[config.mk]
export PLATFORM = sky130hd
export DESIGN_NAME = h264_slice_type_filter_flat
export DESIGN_NICKNAME = d
export VERILOG_FILES = /design/src/hw/rtl/hstf_pkg.sv /design/src/hw/rtl/hstf_if.sv /design/src/hw/rtl/h264_slice_type_filter.sv /design/src/flat_wrapper.sv
export SDC_FILE = /design/constraint.sdc
export NUM_CORES = 1
export LEC_CHECK = 0
export BUFFER_PORTS_ARGS = -buffer_cell sky130_fd_sc_hd__buf_2
export CORE_ASPECT_RATIO = 1.1
export CORE_MARGIN = 1
export CORE_UTILIZATION = 45
export DETAILED_ROUTE_END_ITERATION = 7
export PLACE_DENSITY = 0.71
export SYNTH_ARGS = -nofsm -noshare
export SYNTH_HDL_FRONTEND = slang
export SYNTH_SLANG_ARGS = --single-unit
export TNS_END_PERCENT = 1
[constraint.sdc]
create_clock -name clk -period 17.2 [get_ports clk]
set_input_delay 3.44 -clock clk [delete_from_list [all_inputs] [get_ports clk]]
set_output_delay 3.44 -clock clk [all_outputs]
set_load 0.02 [all_outputs]
[src/hw/rtl/hstf_pkg.sv]
`default_nettype none

package hstf_pkg;

    // start code bytes plus the nal header byte
    localparam int HEADER_SKIP  = 5;
    localparam int MAX_ZERO_RUN = 32;
    localparam int POS_W        = $clog2(HEADER_SKIP + 1);
    localparam int RUN_W        = $clog2(MAX_ZERO_RUN + 1);

    localparam logic [4:0] NAL_MASK = 5'h1f;
    localparam logic [4:0] NAL_SPS  = 5'd7;
    localparam logic [3:0] CODE_SAT = 4'd15;

    typedef enum logic [2:0] {
        PH_PRE1,
        PH_SUF1,
        PH_PRE2,
        PH_SUF2,
        PH_DONE
    } phase_t;

    typedef enum logic [1:0] {
        FRAME_P = 2'd0,
        FRAME_B = 2'd1,
        FRAME_I = 2'd2
    } frame_t;

    // accum carries the suffix of the code being read; after the second code it holds that code's saturated value
    typedef struct packed {
        phase_t             phase;
        logic [RUN_W-1:0]   zero_run;
        logic [RUN_W-1:0]   suffix_left;
        logic [3:0]         accum;
    } parse_t;

    localparam parse_t PARSE_CLEAR = '{phase: PH_PRE1, zero_run: '0, suffix_left: '0,
                                       accum: '0};

    function automatic logic [3:0] ones_below(logic [RUN_W-1:0] run);
        logic [3:0] v;
        v = 4'((4'd1 << run[1:0]) - 4'd1);
        return v;
    endfunction

    function automatic parse_t code_finish(parse_t s);
        parse_t n;
        n = s;
        if (s.phase == PH_PRE1 || s.phase == PH_SUF1) begin
            n = PARSE_CLEAR;
            n.phase = PH_PRE2;
        end
        else begin
            if (s.zero_run >= RUN_W'(4)) begin
                n.accum = CODE_SAT;
            end
            else begin
                n.accum = 4'(ones_below(s.zero_run) + s.accum);
            end
            n.phase = PH_DONE;
        end
        return n;
    endfunction

    function automatic parse_t take_bit(parse_t s, logic bit_val, logic final_bit);
        parse_t n;
        n = s;
        case (s.phase)
            PH_PRE1, PH_PRE2:
            begin
                if (!bit_val && !final_bit && s.zero_run < RUN_W'(MAX_ZERO_RUN)) begin
                    n.zero_run = RUN_W'(s.zero_run + 1'b1);
                end
                else begin
                    n.suffix_left = s.zero_run;
                    n.accum = '0;
                    if (s.zero_run == '0) begin
                        n = code_finish(n);
                    end
                    else begin
                        n.phase = (s.phase == PH_PRE1) ? PH_SUF1 : PH_SUF2;
                    end
                end
            end
            PH_SUF1, PH_SUF2:
            begin
                n.accum = {s.accum[2:0], bit_val};
                if (n.suffix_left != '0) begin
                    n.suffix_left = RUN_W'(n.suffix_left - 1'b1);
                end
                if (n.suffix_left == '0) begin
                    n = code_finish(n);
                end
            end
            default:
            begin
                n = s;
            end
        endcase
        return n;
    endfunction

    // value of the second code as it stands at packet end, saturated
    function automatic logic [3:0] slice_value(parse_t s);
        logic [3:0] v;
        case (s.phase)
            PH_DONE:
            begin
                v = s.accum;
            end
            PH_SUF2:
            begin
                if (s.zero_run >= RUN_W'(4)) begin
                    v = CODE_SAT;
                end
                else begin
                    v = 4'(ones_below(s.zero_run) + 4'(s.accum << s.suffix_left[1:0]));
                end
            end
            default:
            begin
                v = 4'd0;
            end
        endcase
        return v;
    endfunction

    function automatic frame_t class_of(logic [3:0] code);
        frame_t c;
        case (code) inside
            4'd1, 4'd6:             c = FRAME_B;
            4'd2, 4'd7, 4'd4, 4'd9: c = FRAME_I;
            default:                c = FRAME_P;
        endcase
        return c;
    endfunction

endpackage

`default_nettype wire

[src/hw/rtl/hstf_if.sv]
`default_nettype none

interface hstf_in_if;
    logic       valid;
    logic       ready;
    logic [7:0] data_byte;
    logic       first_byte;
    logic       last_byte;
    logic       is_video;

    modport source (output valid, output data_byte, output first_byte, output last_byte,
                    output is_video, input ready);
    modport sink (input valid, input data_byte, input first_byte, input last_byte,
                  input is_video, output ready);
endinterface

interface hstf_out_if;
    logic       valid;
    logic       ready;
    logic [3:0] slice_type_code;
    logic [1:0] frame_class;
    logic       keep_packet;
    logic       flush_queue;

    modport source (output valid, output slice_type_code, output frame_class,
                    output keep_packet, output flush_queue, input ready);
    modport sink (input valid, input slice_type_code, input frame_class,
                  input keep_packet, input flush_queue, output ready);
endinterface

`default_nettype wire

[src/hw/rtl/h264_slice_type_filter.sv]
`default_nettype none

// h264 b-slice filter; each transfer carries a packet byte
// stream  : packet bytes in order; first_byte marks the opening byte, last_byte the
//           closing one, is_video is looked at on the closing byte
// verdict : one item per packet, sent for the last byte only: saturated slice type,
//           frame class (p, b, i), keep flag (clear for a b slice) and flush flag
//           (set for a kept sequence parameter set packet)
// a byte passes through the input register, then the parse logic walks its eight bits
// in one pass and, for a last byte, the verdict register loads
// throughput is one byte per cycle; bytes that produce no verdict keep flowing while
// a verdict waits on a stalled receiver, a last byte holds in the input register
// until the verdict register is free
// reset clears both valid flags and the parse state, so the first byte after reset
// starts a new packet whether or not first_byte is set
module h264_slice_type_filter (
    input  wire logic   clk,
    input  wire logic   rst_n,
    hstf_in_if.sink     stream,
    hstf_out_if.source  verdict
);
    import hstf_pkg::*;

    // input register
    logic                   in_valid_reg;
    logic [7:0]             data_reg;
    logic                   first_reg;
    logic                   last_reg;
    logic                   video_reg;

    // packet state
    logic [POS_W-1:0]       pos_reg;
    logic [POS_W-1:0]       pos_next;
    logic [4:0]             nal_reg;
    logic [4:0]             nal_next;
    parse_t                 parse_reg;
    parse_t                 parse_next;

    // verdict register
    logic                   out_valid_reg;
    logic                   out_valid_next;
    logic [3:0]             code_reg;
    frame_t                 class_reg;
    logic                   keep_reg;
    logic                   flush_reg;

    logic                   out_free;
    logic                   consume;
    logic                   emit;
    logic [POS_W-1:0]       pos_work;
    logic [4:0]             nal_work;
    parse_t                 parse_work;
    logic [3:0]             code_calc;
    frame_t                 class_calc;
    logic [3:0]             code_res;
    frame_t                 class_res;
    logic                   keep_res;
    logic                   flush_res;

    // the verdict slot frees up in the same cycle the receiver takes it
    assign out_free = !out_valid_reg || verdict.ready;
    assign consume  = in_valid_reg && (!last_reg || out_free);
    assign emit     = consume && last_reg;
    assign stream.ready = !in_valid_reg || consume;

    // parse of the registered byte
    always_comb
    begin
        pos_work   = pos_reg;
        nal_work   = nal_reg;
        parse_work = parse_reg;
        if (first_reg) begin
            pos_work   = '0;
            nal_work   = '0;
            parse_work = PARSE_CLEAR;
        end
        if (pos_work < POS_W'(HEADER_SKIP)) begin
            if (pos_work == POS_W'(HEADER_SKIP - 1)) begin
                nal_work = data_reg[4:0] & NAL_MASK;
            end
            pos_work = POS_W'(pos_work + 1'b1);
        end
        else begin
            // msb first; only the very last bit of the packet is marked final
            for (int b = 0; b < 8; b++) begin
                parse_work = take_bit(parse_work, data_reg[3'(7 - b)],
                                      last_reg && (b == 7));
            end
        end
    end

    // verdict fields
    always_comb
    begin
        code_calc  = slice_value(parse_work);
        class_calc = class_of(code_calc);
        if (video_reg) begin
            code_res  = code_calc;
            class_res = class_calc;
            keep_res  = (class_calc != FRAME_B);
            flush_res = (class_calc != FRAME_B) && (nal_work == NAL_SPS);
        end
        else begin
            // other media always passes untouched
            code_res  = 4'd0;
            class_res = FRAME_P;
            keep_res  = 1'b1;
            flush_res = 1'b0;
        end
    end

    // state update; a finished packet returns everything to the cleared state
    always_comb
    begin
        pos_next   = pos_reg;
        nal_next   = nal_reg;
        parse_next = parse_reg;
        if (consume) begin
            if (last_reg) begin
                pos_next   = '0;
                nal_next   = '0;
                parse_next = PARSE_CLEAR;
            end
            else begin
                pos_next   = pos_work;
                nal_next   = nal_work;
                parse_next = parse_work;
            end
        end
    end

    always_comb
    begin
        out_valid_next = out_valid_reg;
        if (emit) begin
            out_valid_next = 1'b1;
        end
        else if (verdict.ready) begin
            out_valid_next = 1'b0;
        end
    end

    always_ff @(posedge clk or negedge rst_n)
    begin
        if (!rst_n) begin
            in_valid_reg  <= 1'b0;
            out_valid_reg <= 1'b0;
            pos_reg       <= '0;
            nal_reg       <= '0;
            parse_reg     <= PARSE_CLEAR;
        end
        else begin
            if (stream.ready) begin
                in_valid_reg <= stream.valid;
            end
            out_valid_reg <= out_valid_next;
            pos_reg       <= pos_next;
            nal_reg       <= nal_next;
            parse_reg     <= parse_next;
        end
    end

    // payload registers carry no reset
    always_ff @(posedge clk)
    begin
        if (stream.ready && stream.valid) begin
            data_reg  <= stream.data_byte;
            first_reg <= stream.first_byte;
            last_reg  <= stream.last_byte;
            video_reg <= stream.is_video;
        end
        if (emit) begin
            code_reg  <= code_res;
            class_reg <= class_res;
            keep_reg  <= keep_res;
            flush_reg <= flush_res;
        end
    end

    assign verdict.valid           = out_valid_reg;
    assign verdict.slice_type_code = code_reg;
    assign verdict.frame_class     = class_reg;
    assign verdict.keep_packet     = keep_reg;
    assign verdict.flush_queue     = flush_reg;

endmodule

`default_nettype wire

[src/flat_wrapper.sv]
// flat-port wrapper written by rule: the top's interface ports become plain ports
module h264_slice_type_filter_flat import hstf_pkg::*;
  (clk, rst_n, stream_valid, stream_data_byte, stream_first_byte, stream_last_byte, stream_is_video, stream_ready, verdict_valid, verdict_slice_type_code, verdict_frame_class, verdict_keep_packet, verdict_flush_queue, verdict_ready);
  hstf_in_if stream_i ();
  hstf_out_if verdict_i ();
  input  wire logic clk;
  input  wire logic rst_n;
  input wire logic [$bits(stream_i.valid)-1:0] stream_valid;
  input wire logic [$bits(stream_i.data_byte)-1:0] stream_data_byte;
  input wire logic [$bits(stream_i.first_byte)-1:0] stream_first_byte;
  input wire logic [$bits(stream_i.last_byte)-1:0] stream_last_byte;
  input wire logic [$bits(stream_i.is_video)-1:0] stream_is_video;
  output wire logic [$bits(stream_i.ready)-1:0] stream_ready;
  output wire logic [$bits(verdict_i.valid)-1:0] verdict_valid;
  output wire logic [$bits(verdict_i.slice_type_code)-1:0] verdict_slice_type_code;
  output wire logic [$bits(verdict_i.frame_class)-1:0] verdict_frame_class;
  output wire logic [$bits(verdict_i.keep_packet)-1:0] verdict_keep_packet;
  output wire logic [$bits(verdict_i.flush_queue)-1:0] verdict_flush_queue;
  input wire logic [$bits(verdict_i.ready)-1:0] verdict_ready;
  assign stream_i.valid = stream_valid;
  assign stream_i.data_byte = stream_data_byte;
  assign stream_i.first_byte = stream_first_byte;
  assign stream_i.last_byte = stream_last_byte;
  assign stream_i.is_video = stream_is_video;
  assign stream_ready = stream_i.ready;
  assign verdict_valid = verdict_i.valid;
  assign verdict_slice_type_code = verdict_i.slice_type_code;
  assign verdict_frame_class = verdict_i.frame_class;
  assign verdict_keep_packet = verdict_i.keep_packet;
  assign verdict_flush_queue = verdict_i.flush_queue;
  assign verdict_i.ready = verdict_ready;
  h264_slice_type_filter u_core (.clk(clk), .rst_n(rst_n), .stream(stream_i), .verdict(verdict_i));
endmodule
* After elaboration in Yosys (flattened, before gate mapping)
Index checks and enable logic that the tools add are counted.
** Storage, ports and cells
- Flip-flop bits (word level) :: 45
- Input bits :: 15
- Word-level logic and storage cells :: 335
** Cells by class
- Add/sub/neg operators :: 27
- Magnitude comparators :: 14
- Equal/unequal tests :: 35
- Shift operators :: 10
- Multiplexer cells :: 155
- Reductions and logical operators :: 78
** Operators by type and width (count)
- $mux 19 :: 18
- $pmux 19 s2 :: 8
- $mux 12 :: 16
- $mux 6 :: 28
- $mux 4 :: 33
- $mux 16 :: 8
- $logic_not 6->1 :: 16
- $mux 3 :: 23
- $ge 6x3->1 const B :: 9
- $eq 3x2->1 const B :: 17
- $reduce_bool 6->1 :: 8
- $sub 6x1->6 const B :: 8
- $mux 10 :: 4
- $shl 1x2->4 const A :: 9
- $sub 4x1->4 const B :: 9
- $reduce_or 2->1 :: 17
- $add 6x1->6 const B :: 4
- $eq 3x1->1 const B :: 8
- $logic_not 3->1 :: 8
- $lt 6x6->1 const B :: 4
- $add 4x4->4 :: 5
- $mux 2 :: 10
- $mux 5 :: 4
- $eq 4x3->1 const B :: 3
- other kinds (16) :: 42

* Logic depth before layout (Yosys ltp)
- Word-level depth :: 76
- Depth in mapped cells :: 66
- Gate-level depth less buffers :: 62

* Least setup slack after synthesis
OpenSTA, ideal clock, no wires.
- Path type :: register to register
- From :: reg u_core.first_reg
- To :: reg u_core.keep_reg (netlist: u_core.verdict.keep_packet), data pin
- Library setup time :: 266 ps
- Arrival :: 12027 ps
- Slack :: 4908 ps
- Stages on the path, launching flop included :: 61
- Buffers on the path :: 4
- Cells stage by stage :: edfxtp_1 -> buf_1 -> inv_1 -> clkbuf_1 -> nand2_1 -> ha_1 -> nor2_1 -> a21boi_0 -> a21boi_0 -> ha_1 -> o31a_1 -> o211a_4 -> a21oi_2 -> nor2_1 -> o21a_1 -> ha_1 -> o21a_1 -> ha_1 -> (+25 left out) -> xnor2_1 -> inv_1 -> fa_1 -> a21oi_1 -> a31o_2 -> o21ai_0 -> a21boi_0 -> mux2i_1 -> mux2i_1 -> ha_1 -> inv_1 -> fa_1 -> xnor2_1 -> or3_1 -> and3_1 -> mux2i_1 -> and2_1 -> nand3_1
** On the way
- Longest elaborated chain between the ends :: 75
- Elaborated cells on any way between the ends :: 287
- Those cells by class :: add/sub (26); order compare (14); eq/ne (33); shift (10); mux (142); reduce/logical (62)
** Ends and longest elaborated chain
- from (decl) :: RTL line h264_slice_type_filter.sv:27 : logic first_reg;
- from (signal assigned) :: RTL line h264_slice_type_filter.sv:168 : first_reg <= stream.first_byte;
- $mux 19 :: RTL line h264_slice_type_filter.sv:72 : if (first_reg) begin
- $sub 6x1->6 or $reduce_bool 6->1 (tied branches) :: RTL line hstf_pkg.sv:89, hstf_pkg.sv:88
- $mux 6 :: RTL line hstf_pkg.sv:88 : if (n.suffix_left != '0) begin
- $mux 6 :: RTL line hstf_pkg.sv:68 : case (s.phase)
- $mux 6 :: RTL line h264_slice_type_filter.sv:77 : if (pos_work < POS_W'(HEADER_SKIP)) begin
- $logic_not 6->1 or $mux 12 (tied branches) :: RTL line hstf_pkg.sv:91, hstf_pkg.sv:49
- $mux 19 :: RTL line hstf_pkg.sv:91 : if (n.suffix_left == '0) begin
- $pmux 19 s2 :: RTL line hstf_pkg.sv:68
- (+59 left out)
- $add 4x4->4 :: RTL line hstf_pkg.sv:117 : v = 4'(ones_below(s.zero_run) + 4'(s.accum << s.suffix_left[1:0]));
- $mux 4 :: RTL line hstf_pkg.sv:113 : if (s.zero_run >= RUN_W'(4)) begin
- $pmux 4 s2 (*) :: RTL line hstf_pkg.sv:106 : case (s.phase)
- $eq 4x4->1, or another cell as far along :: RTL line h264_slice_type_filter.sv:96 : class_calc = class_of(code_calc);
- $reduce_or 4->1 :: RTL line hstf_pkg.sv:130 : case (code) inside
- $mux 2 :: RTL line hstf_pkg.sv:130
- $mux 2 (*) :: RTL line hstf_pkg.sv:130
- $ne 2x1->1 (*) :: RTL line h264_slice_type_filter.sv:100 : keep_res = (class_calc != FRAME_B);
- to (signal assigned) :: RTL line h264_slice_type_filter.sv:175 : keep_reg <= keep_res;
- to (decl) :: RTL line h264_slice_type_filter.sv:44 : logic keep_reg;
Mark *: on every way between the ends. The rest lies on a longest branch, timed or not. The select of a mux whose other input is x is not followed.
A chain may end at the register's enable or synchronous reset.

* Final worst setup path
Same ends and word-level chain as after synthesis.

==> flow_metrics.tcl <==
set metrics [dict create \
    status "complete, no violations" \
    slew_viol_final 0 \
    fmax_mhz 64.3 \
    antenna_found_initial 0 \
    worstPathBufferInverterCount 10 \
    crit_top_cell "inv_1" \
    synthAdderAreaFrac_pct 8.12 \
    place_congestion 0.958 \
    cts_max_level 2 \
    synth_top_cell_area_share_pct 9.24 \
    final_cells 1298 \
    p_per_area_nw_per_um2 31.6 \
    largest_reg_flops 19 \
    cts.hold.buffers_added 0 \
    root_buffer "clkbuf_16" \
    portBuffers 21 \
    grtUsageTotal_pct 28.2 \
    grt_pass1_wl_um 40700 \
    io_pins 25 \
    avgSynthCellArea_sq_um 7.37 \
    post-cts-setup-buffers 0 \
    finalSetupViolCount 0 \
    max_stage_delay_ns 0.87 \
    die_w_um 128 \
    synth_area_leaders "dfrtp_1, ha_1, edfxtp_1" \
    num_antenna_cells 0 \
    synthCells 1066 \
    num_vias 8675 \
    finalHoldViolCount 0 \
    yosys.area_share.simple_pct 27.6 \
    rsz0062_at_grt "false" \
    path_clk_slew_ns 0.06 \
    synth_nets 1129 \
    async_reset_ff_share_pct 64.4 \
    grt-ovfl-total 0 \
    yosys-top-cells-count "nand2_1, nor2_1, o21ai_0" \
    cpLargestDelayFamily "compound AO/OA/AOI/OAI gates" \
    slew_headroom_pct 33.3 \
    postRouteAntennaNets 0 \
    synth_top_family_by_area "compound AO/OA/AOI/OAI gates" \
    min_path_cells 2 \
    rows 50 \
    synth_top_flop_cell "dfrtp_1" \
    synth_most_common_cell "nand2_1" \
    power.leakage_uw 0.00341 \
    cp-end-kind "register" \
    worst-setup-path-type "register to register" \
    placedCellCount 1290 \
    routed_wl_um 25400 \
    stdcell_area_sq_um 8330 \
    start_util_pct 46.0 \
    wl_per_cell_um 19.5 \
    fp.dieArea_sq_um 18000 \
    worst_slew_pin_slew_ns 0.998 \
    critical_path.max_fanout 31 \
    cts_tree "built" \
    drt_iter0_drc 1047 \
    synth.area.mux_share_pct 1.86 \
    ys_seq_area_share_pct 15.4 \
    ys_warn_count 0 \
    ys_ff_latch 45 \
    syn_area_sq_um 7860 \
    hp-class "register to register" \
    drc 0 \
    synth-edff-count 16 \
    grt_max_degree 32 \
    reg2reg_depth 59 \
    first_pass_iters 8 \
    dpl.hpwl_um 19700 \
    timing.final.crit_share_pct 90.5 \
    cts_resized 0 \
    synth_top_cell_by_area "dfrtp_1" \
    cp.arrival_ns 15.58 \
    worstPathRequired_ns 17.22 \
    ys_types 107 \
    clock_path_buffers 2 \
    vias_per_cell 6.68 \
    crit_path_start_kind "register" \
    nNetsFinal 1126 \
    grt_pass1_vias 8138 \
    clock-sinks 45 \
    cp_num_cells 59 \
    fin_skew_ns 0.00436 \
    dpl-instance-area_sq_um 8140 \
    synth-xor-area-share_pct 3.35 \
    layout_min_cycle_time_ns 15.56 \
    drive_gt1_share_pct 9.49 \
    cap_violations 0 \
    synth_compound_area_share_pct 39.0 \
    die_height_um 141 \
    core-area_sq_um 17100 \
    setup_tns_ns 0 \
    max-vdd-ir-drop_mv 0.0542 \
    clkLatencyLatePin_ns 0.28 \
    cts_buffers 5 \
    critPathSlowestCell "o21bai_1" \
    syn_to_final_growth_pct 6.05 \
]
-- where the power goes --
group          total (uW)  internal (uW)  switching [uW]
clock network         122           82.9            39.1
registers             120            114            5.06
logic                21.4           6.38            15.1
-- cell families after synthesis --
family / after synthesis
AOI/OAI and AO/OA: 422
and+or+nand+nor: 414
xor gates and xnor gates: 30
buffers and inverters: 93
DFF: 45
muxes: 14
adders and majority gates: 48
-- layout make-up --
class                           count  area, sq um
Fill cell                        1716         8750
Clock buffer                        5          125
Inverter                           55          206
Timing Repair Buffer               28          158
Tap cell                          234          293
Sequential cell                    45         1210
Multi-Input combinational cell    928         6280
Clock inverter                      3         65.1
-- per-layer routing --
layer  part of all wire, %  track usage (%)  vias to the layer above  wire length, um
li1                      -                -                     4098                -
met2                    46             46.1                      405            11800
met3                   6.8             3.53                       85             1730
met4                   4.3             14.1                        0             1100
met5                     0                0                        -                0
met1                    42             36.5                     4087            10800
-- path summary, 6_finish.rpt --
check | start | endpoint | slack [ns]
setup / recovery | u_core.first_reg$_DFFE_PP_ | u_core.verdict.keep_packet$_SDFFCE_PN1P_ | 1.64
hold / removal | u_core.nal_reg[4]$_DFFE_PN0P_ | u_core.nal_reg[4]$_DFFE_PN0P_ | 0.48
setup reg to reg | u_core.first_reg$_DFFE_PP_ | u_core.verdict.keep_packet$_SDFFCE_PN1P_ | 1.64
hold reg to reg | u_core.nal_reg[4]$_DFFE_PN0P_ | u_core.nal_reg[4]$_DFFE_PN0P_ | 0.48
max in group asynchronous | rst_n | u_core.parse_reg[16]$_DFFE_PN0P_ | 13.61
min in group asynchronous | rst_n | u_core.pos_reg[0]$_DFFE_PN0P_ | 3.17
-- layout by cell type (no fill, tap or decap), drive strengths merged, types with 6 or more instances in the layout --
master and n:
nor2 83, mux2i 9, a32o 6, o211ai 17, nor2b 10, nand2b 11
edfxtp 16, or2 15, nor3 20, o21a 18, dfrtp 29, and2 27
o31ai 28, a21boi 12, nor3b 6, and4 7, o31a 6, nand2 117
a31oi 27, and3 14, a22oi 14, a211o 11, xnor2 19, nand4 13
nor4 15, inv 55, o211a 6, a31o 8, xor2 11, a221oi 6
buf 28, o21ai 86, nor4b 6, nand3 37, a21o 20, a211oi 15
ha 43, or3 9, a21oi 73, a32oi 6
-- stage by stage --
stage | total power, uW | hold WS [ns] | util [%] | setup WS [ns]
final | 263 | 0.482 | 48.8 | 1.64
after global routing | 272 | 0.532 | 48.8 | 0.466
after CTS | 264 | 0.479 | 48.8 | 1.96
after detailed placement | 143 | 0.465 | 47.7 | 1.99
after global placement | 142 | 0.455 | 47.7 | 2.28
after floorplan | 134 | 0.442 | - | 4.91
-- worst reg2reg max path: cells and delay by family, from the launching register on --
family / cells / cell delay (ns)
simple gates: 14 / 3.34
buf+inv: 10 / 1.62
compound gates: 19 / 6.13
mux: 3 / 0.65
flops: 1 / 0.36
xor+xnor: 4 / 0.67
fa+ha+maj: 9 / 2.54
(Power assumes the default switching activity.)
